## src/sv/ipv6c_pkg.sv

```systemverilog
// ipv6c_pkg: shared types and constants of the ipv6 pseudo-header checksum block
// no dependencies; used by ipv6c_front, ipv6c_queue, ipv6c_back and the top level
package ipv6c_pkg;

   // word classes on the request channel
   localparam logic [1:0] MODE_ADDR    = 2'd0;
   localparam logic [1:0] MODE_NEXTHDR = 2'd1;
   localparam logic [1:0] MODE_HEADER  = 2'd2;
   localparam logic [1:0] MODE_PAYLOAD = 2'd3;

   // queue between classifier and accumulator
   localparam int QUEUE_DEPTH = 4;
   localparam int QUEUE_PTR_BITS = 2;

   // one classified word: masked data, counted bytes (0..2), end of packet
   typedef struct packed {
      logic [15:0] word;
      logic [1:0]  nbytes;
      logic        last;
   } ipv6c_entry_type;

endpackage

```

## src/sv/ipv6_pseudo_header_checksum.sv

```systemverilog
// ipv6_pseudo_header_checksum: top level, classifier, queue and accumulator
// depends on ipv6c_pkg, ipv6c_front, ipv6c_queue, ipv6c_back
//
// Usage: stream one packet as 16-bit big-endian words on the req_ channel:
// address words, the next-header value, then header and payload words, the
// final word with req_last set. One checksum word appears on the rsp_ channel
// per packet. The csr_ channel writes the udp_zero_rule bit (csr_ready is
// always high); write it only while no packet is in flight.
// Throughput: one word per cycle while req_stall is low, set by the accumulate loop.
// Path of the last accepted word: queue, accumulate into the finish stage, then
// fold into the output register, which drives the checksum.
// When the receiver stalls, the checksum holds in the output register, one
// more finished packet waits in the finish stage, and words keep filling the
// four-word queue; req_stall rises only when the queue is full.
// Reset clears the sum, the byte total, the queue and udp_zero_rule.
module ipv6_pseudo_header_checksum #(
   parameter int LENGTH_BITS = 32
) (
   input  logic        clock,
   input  logic        reset,
   input  logic        req_valid,
   output logic        req_stall,
   input  logic [1:0]  req_mode,
   input  logic [15:0] req_data_word,
   input  logic [1:0]  req_bytes_valid,
   input  logic        req_last,
   output logic        rsp_valid,
   input  logic        rsp_stall,
   output logic [15:0] rsp_checksum,
   input  logic        csr_valid,
   output logic        csr_ready,
   input  logic        csr_udp_zero_rule
);

   ipv6c_pkg::ipv6c_entry_type cls_entry;
   ipv6c_pkg::ipv6c_entry_type head;
   logic                       q_full, q_empty, q_pop, push;
   logic                       udp_zero_rule_ff, udp_zero_rule_in;

   // configuration register
   assign csr_ready        = 1'b1;
   assign udp_zero_rule_in = (csr_valid && csr_ready) ? csr_udp_zero_rule : udp_zero_rule_ff;

   always_ff @(posedge clock) begin
      if (reset) begin
         udp_zero_rule_ff <= 1'b0;
      end else begin
         udp_zero_rule_ff <= udp_zero_rule_in;
      end
   end

   // input handshake
   assign req_stall = q_full;
   assign push      = req_valid && !req_stall;

   ipv6c_front u_front (
      .mode        (req_mode),
      .data_word   (req_data_word),
      .bytes_valid (req_bytes_valid),
      .last        (req_last),
      .entry       (cls_entry)
   );

   ipv6c_queue u_queue (
      .clock      (clock),
      .reset      (reset),
      .push       (push),
      .push_entry (cls_entry),
      .full       (q_full),
      .pop        (q_pop),
      .empty      (q_empty),
      .head       (head)
   );

   ipv6c_back #(
      .LENGTH_BITS (LENGTH_BITS)
   ) u_back (
      .clock         (clock),
      .reset         (reset),
      .udp_zero_rule (udp_zero_rule_ff),
      .empty         (q_empty),
      .head          (head),
      .pop           (q_pop),
      .out_valid     (rsp_valid),
      .out_stall     (rsp_stall),
      .out_checksum  (rsp_checksum)
   );

endmodule

```

## src/sv/ipv6c_front.sv

```systemverilog
// ipv6c_front: classifies one request word into a masked word and a byte count
// depends on ipv6c_pkg
module ipv6c_front (
   input  logic [1:0]                 mode,
   input  logic [15:0]                data_word,
   input  logic [1:0]                 bytes_valid,
   input  logic                       last,
   output ipv6c_pkg::ipv6c_entry_type entry
);

   logic [1:0] nb;

   // saturate the byte count, a value of three acts as two
   assign nb = (bytes_valid == 2'd3) ? 2'd2 : bytes_valid;

   // per-class masking of the word and byte counting
   always_comb begin
      entry.last   = last;
      entry.word   = 16'h0000;
      entry.nbytes = 2'd0;
      case (mode)
         ipv6c_pkg::MODE_ADDR: begin
            entry.word = data_word;
         end
         ipv6c_pkg::MODE_NEXTHDR: begin
            entry.word = {8'h00, data_word[7:0]};
         end
         ipv6c_pkg::MODE_HEADER, ipv6c_pkg::MODE_PAYLOAD: begin
            entry.nbytes = nb;
            case (nb)
               2'd1:    entry.word = {data_word[15:8], 8'h00};
               2'd2:    entry.word = data_word;
               default: entry.word = 16'h0000;
            endcase
         end
         default: begin
            entry.word = 16'h0000;
         end
      endcase
   end

endmodule

```

## src/sv/ipv6c_queue.sv

```systemverilog
// ipv6c_queue: short first-in first-out queue of classified words
// depends on ipv6c_pkg
module ipv6c_queue (
   input  logic                       clock,
   input  logic                       reset,
   input  logic                       push,
   input  ipv6c_pkg::ipv6c_entry_type push_entry,
   output logic                       full,
   input  logic                       pop,
   output logic                       empty,
   output ipv6c_pkg::ipv6c_entry_type head
);

   ipv6c_pkg::ipv6c_entry_type             slot_ff [ipv6c_pkg::QUEUE_DEPTH];
   logic [ipv6c_pkg::QUEUE_PTR_BITS-1:0]   wr_ptr_ff, wr_ptr_in;
   logic [ipv6c_pkg::QUEUE_PTR_BITS-1:0]   rd_ptr_ff, rd_ptr_in;
   logic [ipv6c_pkg::QUEUE_PTR_BITS:0]     count_ff, count_in;

   assign full  = (count_ff == (ipv6c_pkg::QUEUE_PTR_BITS+1)'(ipv6c_pkg::QUEUE_DEPTH));
   assign empty = (count_ff == '0);
   assign head  = slot_ff[rd_ptr_ff];

   // pointer and occupancy update
   always_comb begin
      wr_ptr_in = push ? wr_ptr_ff + 1'b1 : wr_ptr_ff;
      rd_ptr_in = pop ? rd_ptr_ff + 1'b1 : rd_ptr_ff;
      count_in  = count_ff;
      if (push && !pop) begin
         count_in = count_ff + 1'b1;
      end else if (pop && !push) begin
         count_in = count_ff - 1'b1;
      end
   end

   always_ff @(posedge clock) begin
      if (reset) begin
         wr_ptr_ff <= '0;
         rd_ptr_ff <= '0;
         count_ff  <= '0;
      end else begin
         wr_ptr_ff <= wr_ptr_in;
         rd_ptr_ff <= rd_ptr_in;
         count_ff  <= count_in;
      end
   end

   // storage, no reset needed
   always_ff @(posedge clock) begin
      if (push) begin
         slot_ff[wr_ptr_ff] <= push_entry;
      end
   end

endmodule

```

## src/sv/ipv6c_back.sv

```systemverilog
// ipv6c_back: accumulates the ones'-complement sum and byte total, finishes the
// checksum and holds it in the output register; depends on ipv6c_pkg
module ipv6c_back #(
   parameter int LENGTH_BITS = 32
) (
   input  logic                       clock,
   input  logic                       reset,
   input  logic                       udp_zero_rule,
   input  logic                       empty,
   input  ipv6c_pkg::ipv6c_entry_type head,
   output logic                       pop,
   output logic                       out_valid,
   input  logic                       out_stall,
   output logic [15:0]                out_checksum
);

   logic [15:0]            sum_ff, sum_in;
   logic [LENGTH_BITS-1:0] total_ff, total_in;
   logic                   fin_valid_ff, fin_valid_in;
   logic [15:0]            fin_sum_ff;
   logic [LENGTH_BITS-1:0] fin_total_ff;
   logic                   out_valid_ff, out_valid_in;
   logic [15:0]            out_ck_ff;

   logic                   out_free, fin_move, fin_free;
   logic [15:0]            acc_sum;
   logic [LENGTH_BITS-1:0] acc_total;
   logic [31:0]            tot32;
   logic [15:0]            fold_lo, fold_hi, ck;

   // end-around carry add of two 16-bit words
   function automatic logic [15:0] oc_add(input logic [15:0] a, input logic [15:0] b);
      logic [16:0] t;
      begin
         t = {1'b0, a} + {1'b0, b};
         oc_add = t[15:0] + {15'd0, t[16]};
      end
   endfunction

   // flow control through finish and output stages
   assign out_free  = !out_valid_ff || !out_stall;
   assign fin_move  = fin_valid_ff && out_free;
   assign fin_free  = !fin_valid_ff || fin_move;
   assign pop       = !empty && fin_free;

   // accumulate one word
   assign acc_sum   = oc_add(sum_ff, head.word);
   assign acc_total = total_ff + LENGTH_BITS'(head.nbytes);

   always_comb begin
      sum_in   = sum_ff;
      total_in = total_ff;
      if (pop) begin
         if (head.last) begin
            sum_in   = 16'h0000;
            total_in = '0;
         end else begin
            sum_in   = acc_sum;
            total_in = acc_total;
         end
      end
   end

   assign fin_valid_in = (pop && head.last) || (fin_valid_ff && !fin_move);

   // fold the byte total into the sum and invert
   assign tot32   = 32'(fin_total_ff);
   assign fold_lo = oc_add(fin_sum_ff, tot32[15:0]);
   assign fold_hi = oc_add(fold_lo, tot32[31:16]);

   always_comb begin
      ck = ~fold_hi;
      if (udp_zero_rule && (ck == 16'h0000)) begin
         ck = 16'hFFFF;
      end
   end

   assign out_valid_in = fin_move || (out_valid_ff && out_stall);

   always_ff @(posedge clock) begin
      if (reset) begin
         sum_ff       <= 16'h0000;
         total_ff     <= '0;
         fin_valid_ff <= 1'b0;
         out_valid_ff <= 1'b0;
      end else begin
         sum_ff       <= sum_in;
         total_ff     <= total_in;
         fin_valid_ff <= fin_valid_in;
         out_valid_ff <= out_valid_in;
      end
   end

   // payload registers of the finish and output stages
   always_ff @(posedge clock) begin
      if (pop && head.last) begin
         fin_sum_ff   <= acc_sum;
         fin_total_ff <= acc_total;
      end
      if (fin_move) begin
         out_ck_ff <= ck;
      end
   end

   assign out_valid    = out_valid_ff;
   assign out_checksum = out_ck_ff;

endmodule
```

## config.mk

```make
export PLATFORM = sky130hd
export DESIGN_NAME = ipv6_pseudo_header_checksum
export DESIGN_NICKNAME = d
export VERILOG_FILES = /design/src/sv/ipv6c_pkg.sv /design/src/sv/ipv6_pseudo_header_checksum.sv /design/src/sv/ipv6c_front.sv /design/src/sv/ipv6c_queue.sv /design/src/sv/ipv6c_back.sv
export SDC_FILE = /design/constraint.sdc
export NUM_CORES = 1
export LEC_CHECK = 0
export ABC_AREA = 1
export BUFFER_PORTS_ARGS = -buffer_cell sky130_fd_sc_hd__buf_2
export CAP_MARGIN = 5
export CORE_AREA = 2 2 166 168
export DETAILED_ROUTE_END_ITERATION = 8
export DIE_AREA = 0 0 168 170
export PLACE_DENSITY = 0.72
export SYNTH_ARGS = -nofsm -noshare
export SYNTH_HDL_FRONTEND = slang
export SYNTH_SLANG_ARGS = --single-unit
```

## constraint.sdc

```tcl
create_clock -name clock -period 8.9 [get_ports clock]
set_clock_uncertainty 0.2 [all_clocks]
set_input_delay 0 -clock clock [delete_from_list [all_inputs] [get_ports clock]]
set_output_delay 0 -clock clock [all_outputs]
set_load 0.01 [all_outputs]
```

==> impl_metrics.ini, run 1 <==
[run_status]
status = completed

[finish]
multi_input_area_um2 = 5630
num_antenna_cells = 0
fin_nets = 1636
fillers = 2455
design_area_um2 = 13300
syn_to_final_growth_pct = 12.0
drive_gt1_share_pct = 8.75
ff_latch_area_um2 = 5410

[floorplanning]
die_h_um = 170
rows = 60
die_x_um = 168
dieArea_um2 = 28600
core_area_um2 = 26700
start_util_pct = 44.5
num_io_pins = 46

[flow_run]
cap_viol_max_count = 0

[routing]
ant_nets = 0
vias = 9668
drtPass1Iterations = 7
wl_mm = 26.3
viasPerCell = 5.10
wl_per_cell_um = 13.9
drt-initial-drc-count = 618
remaining_drc_errors = 0

[logic_synthesis]
synthTopCellsByCount = nand2_1, inv_1, edfxtp_1, nor2_1, a21oi_1
yosys.area.top_type = edfxtp_1
synth_top_area_share_pct = 35.4
syn_inst = 1475
postSynthAreaPerCell_um2 = 8.05
synth_warnings = 0
async_flop_share_pct = 0
synthMostInstantiatedCell = nand2_1
synth_fp_nets = 1569
synth.area.top_cells = edfxtp_1, nand2_1, dfxtp_1, ha_1, inv_1
ys_seq_elements = 200
synthDistinctLibCells = 46
ys.flop_type = edfxtp_1
synth_edf_count = 140
ys_seq_area_share_pct = 45.5
syn_area_um2 = 11900

[setup_path]
crit_top_cell = nand2_1
slowest_stage = fa_1
cp.arrival_ps = 6760
cp.required_ps = 8870
max_stage_delay_ps = 400
end_kind = flop
crit_path_start_kind = flop
path_class = flop to flop
crit_fanout = 16

[sta]
max_freq_ghz = 0.147
min_period_ps = 6780
tns_ps = 0
max_slew_margin_pct = 24.2
finalHoldViolCount = 0
worstMarginPinSlew_ps = 1140
grt_setup_unrepaired = false
whs_ps = 74.0
setup-violations-final = 0
finalCritPeriodShare_pct = 76.2
slew_violations = 0

[global_route]
antenna_found_initial = 0
grt_pass1_vias = 9560
grt_pass1_wl_mm = 44.4
grt_max_degree = 60
grt-ovfl-total = 0
grtUsageTotal_pct = 19.1

[place]
gp_congestion = 0.866
hpwl_mm = 19.3
placed_cell_area_um2 = 12500
portBuffers = 44

[clock_tree]
insertion_delay_ps = 430
cts.path.max_buffers = 2
cts.clk_slew.worst_paths_ps = 80
clock_sinks = 200
cts_tree = yes
cts_buffers = 17
h-tree-depth = 4
root_buffer = clkbuf_16

[hold_path]
hold_class = primary input to flop
==> per-stage QoR <==
step / std cells / worst slack, ps / util, %
2_1_floorplan: 1475 / 2950 / -
3_3_place_gp: 1840 / 2460 / 46.8
3_5_place_dp: 1840 / 2100 / 46.8
4_1_cts: 1896 / 2110 / 49.9
5_1_grt: 1896 / 1310 / 49.9
6_report: 1896 / 2120 / 49.9
==> layout by cell type, fill, tap and decap left out, types with 2 or more instances in the layout <==
cell type | synthesis | final
a32oi_1 | 2 | 2
o22ai_1 | 17 | 17
nor2_4 | 5 | 6
nor2_2 | 9 | 10
a21o_1 | 2 | 2
nor2_1 | 133 | 131
clkinv_4 | 0 | 2
a21oi_1 | 91 | 91
dlygate4sd3_1 | 0 | 24
buf_4 | 1 | 11
or2_2 | 3 | 3
xor2_1 | 35 | 35
edfxtp_1 | 140 | 140
nand2_2 | 20 | 21
inv_8 | 0 | 3
xnor2_1 | 24 | 24
nor3b_1 | 12 | 12
ha_1 | 62 | 62
o21bai_1 | 4 | 4
nand3_2 | 6 | 6
clkbuf_16 | 0 | 17
nand3_1 | 76 | 76
o21ai_0 | 44 | 44
and2_1 | 6 | 6
clkinv_8 | 0 | 3
buf_2 | 0 | 44
nand4_1 | 34 | 34
nand3b_1 | 5 | 5
fa_1 | 5 | 5
nand2_1 | 428 | 427
nor3_1 | 12 | 12
inv_1 | 191 | 191
dfxtp_1 | 60 | 60
nor4_1 | 3 | 3
clkinv_1 | 0 | 2
clkinvlp_4 | 0 | 3
==> kinds of logic (layout without fill, tap and decap cells) <==
group                    count (synthesis)  after routing  synth area share (%)
adder cells (fa/ha/maj)                 67             67                  7.38
multiplexers                             1              1                0.0843
buffers and inverters                  223            303                  7.15
AND/OR/NAND/NOR                        754            754                  27.6
XOR/XNOR                                60             60                  4.49
AO/OA/AOI/OAI                          169            169                  7.68
other                                    1              1                0.0316
flip-flops                             200            200                  45.5
==> layout make-up <==
type / instances / share of cell area [%]
Multi-Input combinational cell: 1052 / 42.3
Sequential cell: 200 / 40.7
Inverter: 192 / 5.42
Timing Repair Buffer: 79 / 4.09
Tap cell: 341 / 3.21
Clock buffer: 17 / 3.20
Clock inverter: 15 / 1.08
==> registers in the layout, indices dropped and copies added (netlist names), named ones only <==
signal	flops
u_queue.slot_ff	76
u_back.fin_total_ff	32
u_back.total_ff	32
u_back.fin_sum_ff	16
u_back.out_checksum	16
u_back.sum_ff	16
u_queue.count_ff	3
u_queue.rd_ptr_ff	2
u_queue.wr_ptr_ff	2
u_back.fin_valid_ff	1
u_back.out_valid	1
udp_zero_rule_ff	1
==> worst max-delay path: cells and delay by family, from the launching register on <==
kind                     cells  cell delay (ps)
AO/OA/AOI/OAI                6              860
adder cells (fa/ha/maj)      5             1250
buffers and inverters        3              180
AND/OR/NAND/NOR             31             3670
flip-flops                   1              330
==> repair_timing <==
item                                    CTS  global route
setup buffers                             0             0
hold buffers                             24             0
endpoints found under the setup margin    0             0
endpoints found under the hold margin    97             0
resized for setup                         0             0
==> layer usage <==
| layer | part of all wire [%] | global-route usage (%) | vias up |
|---|---|---|---|
| li1 | - | - | 4969 |
| met3 | 3.3 | 3.02 | 31 |
| met5 | 0 | 0 | - |
| met1 | 43 | 21.8 | 4486 |
| met2 | 52 | 36.4 | 182 |
| met4 | 1.7 | 6.01 | 0 |
==> path summary, 6_finish.rpt <==
kind	start	end	slack, ps	cells after the start
worst max-delay path	u_back.fin_total_ff[0]$_DFFE_PP_	u_back.out_checksum[7]$_SDFFCE_PP1P_	2120	45
worst min-delay path	req_mode[1]	u_queue.slot_ff[1][6]$_DFFE_PP_	70	4
worst max register to register	u_back.fin_total_ff[0]$_DFFE_PP_	u_back.out_checksum[7]$_SDFFCE_PP1P_	2120	45
worst min register to register	u_back.sum_ff[8]$_SDFFE_PP0P_	u_back.sum_ff[8]$_SDFFE_PP0P_	270	2
Power of run 1 is not shown: default switching activity piles up to over one toggle a cycle in this logic, so the estimate is an artifact.
==> inputs of run 2 (changes only) <==
clock period = 7.01 ns   (was 8.9 ns; I/O delays follow)
==> impl_metrics.ini, run 2 (synthesized netlist as in run 1, its figures left out) <==
[run_status]
status = completed

[sta]
min_period_ps = 6390
slew_violations = 0
setup_slack_ps = 617
finalHoldViolCount = 0
tns_ps = 0
setup-violations-final = 0
max_slew_margin_pct = 24.7
max_freq_ghz = 0.156
finalCritPeriodShare_pct = 91.2
worstMarginPinSlew_ps = 1130

[setup_path]
cp_top_family = simple AND/OR/NAND/NOR gates
crit_top_cell = nand2_1
end_kind = flop
worst-path-buf-inv = 4
cp.required_ps = 7120
crit_path_start_kind = flop
max_stage_delay_ps = 360
path_class = flop to flop
crit_fanout = 8
cp.arrival_ps = 6510
slowest_stage = fa_2

[routing]
vias = 9705
drt-initial-drc-count = 567
drt-met1-wl_mm = 11.2
dr_wl_met3_um = 968
viasPerCell = 5.11
drtPass1Iterations = 5
highest_layer = met4
remaining_drc_errors = 0
wl_per_cell_um = 13.7
wl_mm = 26.0
dr_wl_met2_mm = 13.5
ant_nets = 0

[flow_run]
cap_viol_max_count = 0

[global_route]
grt-ovfl-total = 0
grt_pass1_vias = 9165
grtUsageTotal_pct = 18.8
grt_pass1_wl_mm = 43.4
grt_max_degree = 60
antenna_found_initial = 0

[clock_tree]
insertion_delay_ps = 440
cts_buffers = 17
clock_sinks = 200
cts.path.max_buffers = 2
cts.clk_slew.worst_paths_ps = 80
h-tree-depth = 4
root_buffer = clkbuf_16
cts_tree = yes

[finish]
fillers = 2382
drive_gt1_share_pct = 9.68
syn_to_final_growth_pct = 13.2
final_common_cell = nand2_1
final_util_pct = 50.4
largest_reg_flops = 76
fin_nets = 1641
regMostFlops = u_queue.slot_ff
largest_registers = u_queue.slot_ff (76), u_back.fin_total_ff (32), u_back.total_ff (32)
layout_common_cells = nand2_1, inv_1, edfxtp_1, nor2_1, a21oi_1
num_antenna_cells = 0

[floorplanning]
die_h_um = 170
num_io_pins = 46
start_util_pct = 44.5
die_x_um = 168
rows = 60
dieArea_um2 = 28600
core_area_um2 = 26700

[place]
hpwl_mm = 19.1
gp_congestion = 0.892
pre_cts_ws_ps = 215
portBuffers = 44

[hold_path]
hold_class = primary input to flop
[run 2: cell count changes in the layout (fill, tap and decap cells not counted), sizes merged]
| cell | change |
|---|---|
| nand2 | +1 |
| buf | +3 |
| inv | +4 |
| clkinv | -2 |
| clkinvlp | -2 |
| dlygate4sd3 | +1 |
[run 2: stage by stage]
stage / hold WS (ps) / instances / instance area, um^2
2_1_floorplan: -101 / 1475 / 11900
3_3_place_gp: 16.8 / 1840 / 12500
3_5_place_dp: 21.5 / 1840 / 12500
4_1_cts: 66.7 / 1897 / 13300
5_1_grt: 114 / 1901 / 13400
6_report: 62.0 / 1901 / 13400
[run 2: routing by layer]
layer / GRT usage, % / up-vias
li1: - / 4986
met1: 22.5 / 4470
met2: 35.5 / 219
met3: 2.33 / 30
met4: 4.91 / 0
met5: 0 / -
[run 2: worst register-to-register path: cells and delay by family, from the launching register on]
family	cells	cell delay, ps
simple gates	31	3520
compound gates	6	840
flops	1	330
fa+ha+maj	5	1160
buf+inv	4	250
[run 2: layout make-up]
class / instances / area (um^2) / area share [%]
multi-input combinational: 1053 / 5710 / 42.5
sequential: 200 / 5410 / 40.2
inverter: 192 / 721 / 5.36
timing repair buffer: 83 / 576 / 4.28
tap: 341 / 427 / 3.18
clock buffer: 17 / 425 / 3.17
clock inverter: 15 / 173 / 1.29
[run 2: worst paths after layout]
check                           cells after the start                              from                                    end  slack, ps
worst max-delay path                               46  u_back.fin_total_ff[0]$_DFFE_PP_  u_back.out_checksum[13]$_SDFFCE_PP1P_        620
worst min-delay path                                2                             reset       u_queue.count_ff[0]$_SDFFE_PP0P_         60
worst max register to register                     46  u_back.fin_total_ff[0]$_DFFE_PP_  u_back.out_checksum[13]$_SDFFCE_PP1P_        620
worst min register to register                      2  u_back.total_ff[30]$_SDFFE_PP0P_       u_back.total_ff[30]$_SDFFE_PP0P_        270
[run 2: timing repair]
item	in CTS	in global routing
endpoints found under the setup margin	0	16
resized for setup	0	15
endpoints found under the hold margin	97	0
setup buffers	0	3
hold buffers	25	0
Power of run 2 is left out for the same reason.
==> inputs of run 3 (changes only) <==
CORE_AREA = 2 2 144 146   (was 2 2 166 168)
DIE_AREA = 0 0 146 148   (was 0 0 168 170)
PLACE_DENSITY = 0.89   (was 0.72)
SETUP_SLACK_MARGIN = 0.1   (was not set)
==> impl_metrics.ini, run 3 (synthesized netlist as in run 1, its figures left out) <==
[run_status]
status = completed

[finish]
regMostFlops = u_queue.slot_ff
final_common_cell = nand2_1
fin_nets = 1640
largest_reg_flops = 76
fillers = 1550
layout_common_cells = nand2_1, inv_1, edfxtp_1, nor2_1, a21oi_1
drive_gt1_share_pct = 9.81
num_antenna_cells = 0
syn_to_final_growth_pct = 12.7
largest_registers = u_queue.slot_ff (76), u_back.fin_total_ff (32), u_back.total_ff (32)

[clock_tree]
cts.clk_slew.worst_paths_ps = 80
root_buffer = clkbuf_16
h-tree-depth = 4
cts.path.max_buffers = 2
cts_tree = yes
clock_sinks = 200
insertion_delay_ps = 440
cts_buffers = 17

[routing]
ant_nets = 0
remaining_drc_errors = 0
viasPerCell = 5.56
drtPass1Iterations = 6
wl_per_cell_um = 15.4
wl_mm = 28.2
vias = 10176
drt-initial-drc-count = 906

[sta]
finalHoldViolCount = 0
grt_setup_unrepaired = false
min_period_ps = 6430
setup-violations-final = 0
finalCritPeriodShare_pct = 91.8
tns_ps = 0
max_slew_margin_pct = 26.3
max_freq_ghz = 0.155
slew_violations = 0
worstMarginPinSlew_ps = 1100

[global_route]
grt_pass1_vias = 9829
grt-ovfl-total = 0
grt_max_degree = 60
grt_pass1_wl_mm = 45.4
grtUsageTotal_pct = 25.9
antenna_found_initial = 0

[setup_path]
cp.arrival_ps = 6550
cp.required_ps = 7130
end_kind = flop
max_stage_delay_ps = 350
crit_top_cell = nand2_1
slowest_stage = fa_2
r2r_setup_slack_ps = 580
crit_fanout = 8
crit_path_start_kind = flop
path_class = flop to flop

[floorplanning]
core_area_um2 = 20000
num_io_pins = 46
die_h_um = 148
dieArea_um2 = 21600
start_util_pct = 59.2
die_x_um = 146
rows = 52

[place]
portBuffers = 44
hpwl_mm = 19.3
gp_congestion = 0.937

[hold_path]
hold_class = primary input to flop

[flow_run]
cap_viol_max_count = 0
-- run 3: changes by cell type in the layout (fill, tap and decap cells not counted), sizes merged --
| cell | previous run | this run |
|---|---|---|
| clkinvlp | 1 | 0 |
| clkbuf | 17 | 18 |
| bufinv | 0 | 2 |
| inv | 200 | 201 |
| dlygate4sd3 | 25 | 27 |
| clkinv | 6 | 3 |
| buf | 58 | 55 |
-- run 3: repair_timing --
action,in CTS,in global routing
setup buffers,0,2
resized for setup,0,23
endpoints found under the hold margin,97,0
endpoints found under the setup margin,0,16
hold buffers,27,0
-- run 3: through the flow --
stage	hold WS, ps	setup slack, ps	instance area, um^2	cells	util [%]
floorplan	-101	1060	11900	1475	-
global placement	25.9	601	12400	1767	61.8
detailed placement	31.8	369	12400	1767	61.8
CTS	27.0	358	13300	1826	66.2
global route	113	30.5	13400	1829	66.8
finish	38.4	575	13400	1829	66.8
-- run 3: final timing paths --
check | end | from | cells after the start
min | u_queue.count_ff[0]$_SDFFE_PP0P_ | reset | 2
max | u_back.out_checksum[9]$_SDFFCE_PP1P_ | u_back.fin_sum_ff[0]$_DFFE_PP_ | 44
max reg2reg | u_back.out_checksum[9]$_SDFFCE_PP1P_ | u_back.fin_sum_ff[0]$_DFFE_PP_ | 44
min reg2reg | u_back.total_ff[30]$_SDFFE_PP0P_ | u_back.total_ff[30]$_SDFFE_PP0P_ | 2
-- run 3: cell type report --
class	count	area, um^2	area share, %
Clock buffer	18	429	3.21
Clock inverter	14	185	1.38
Multi-Input combinational cell	1053	5730	42.8
Inverter	192	721	5.39
Tap cell	270	338	2.52
Timing Repair Buffer	82	573	4.28
Sequential cell	200	5410	40.4
-- run 3: per-layer routing --
metal / vias up / routed length (um) / track usage, % / part of all wire (%)
li1: 4978 / - / - / -
met1: 4756 / 11300 / 30.1 / 40
met2: 367 / 14500 / 48.2 / 51
met3: 75 / 1430 / 3.02 / 5.1
met4: 0 / 960 / 11.5 / 3.4
met5: - / 0 / 0 / 0
-- run 3: critical path, delay by kind of cell (launching register included) --
kind / cells / cell delay [ps]
AO/OA/AOI/OAI: 7 / 1010
adder cells (fa/ha/maj): 5 / 1220
buffers and inverters: 3 / 170
flip-flops: 1 / 340
AND/OR/NAND/NOR: 29 / 3350
Power of run 3 is left out for the same reason.
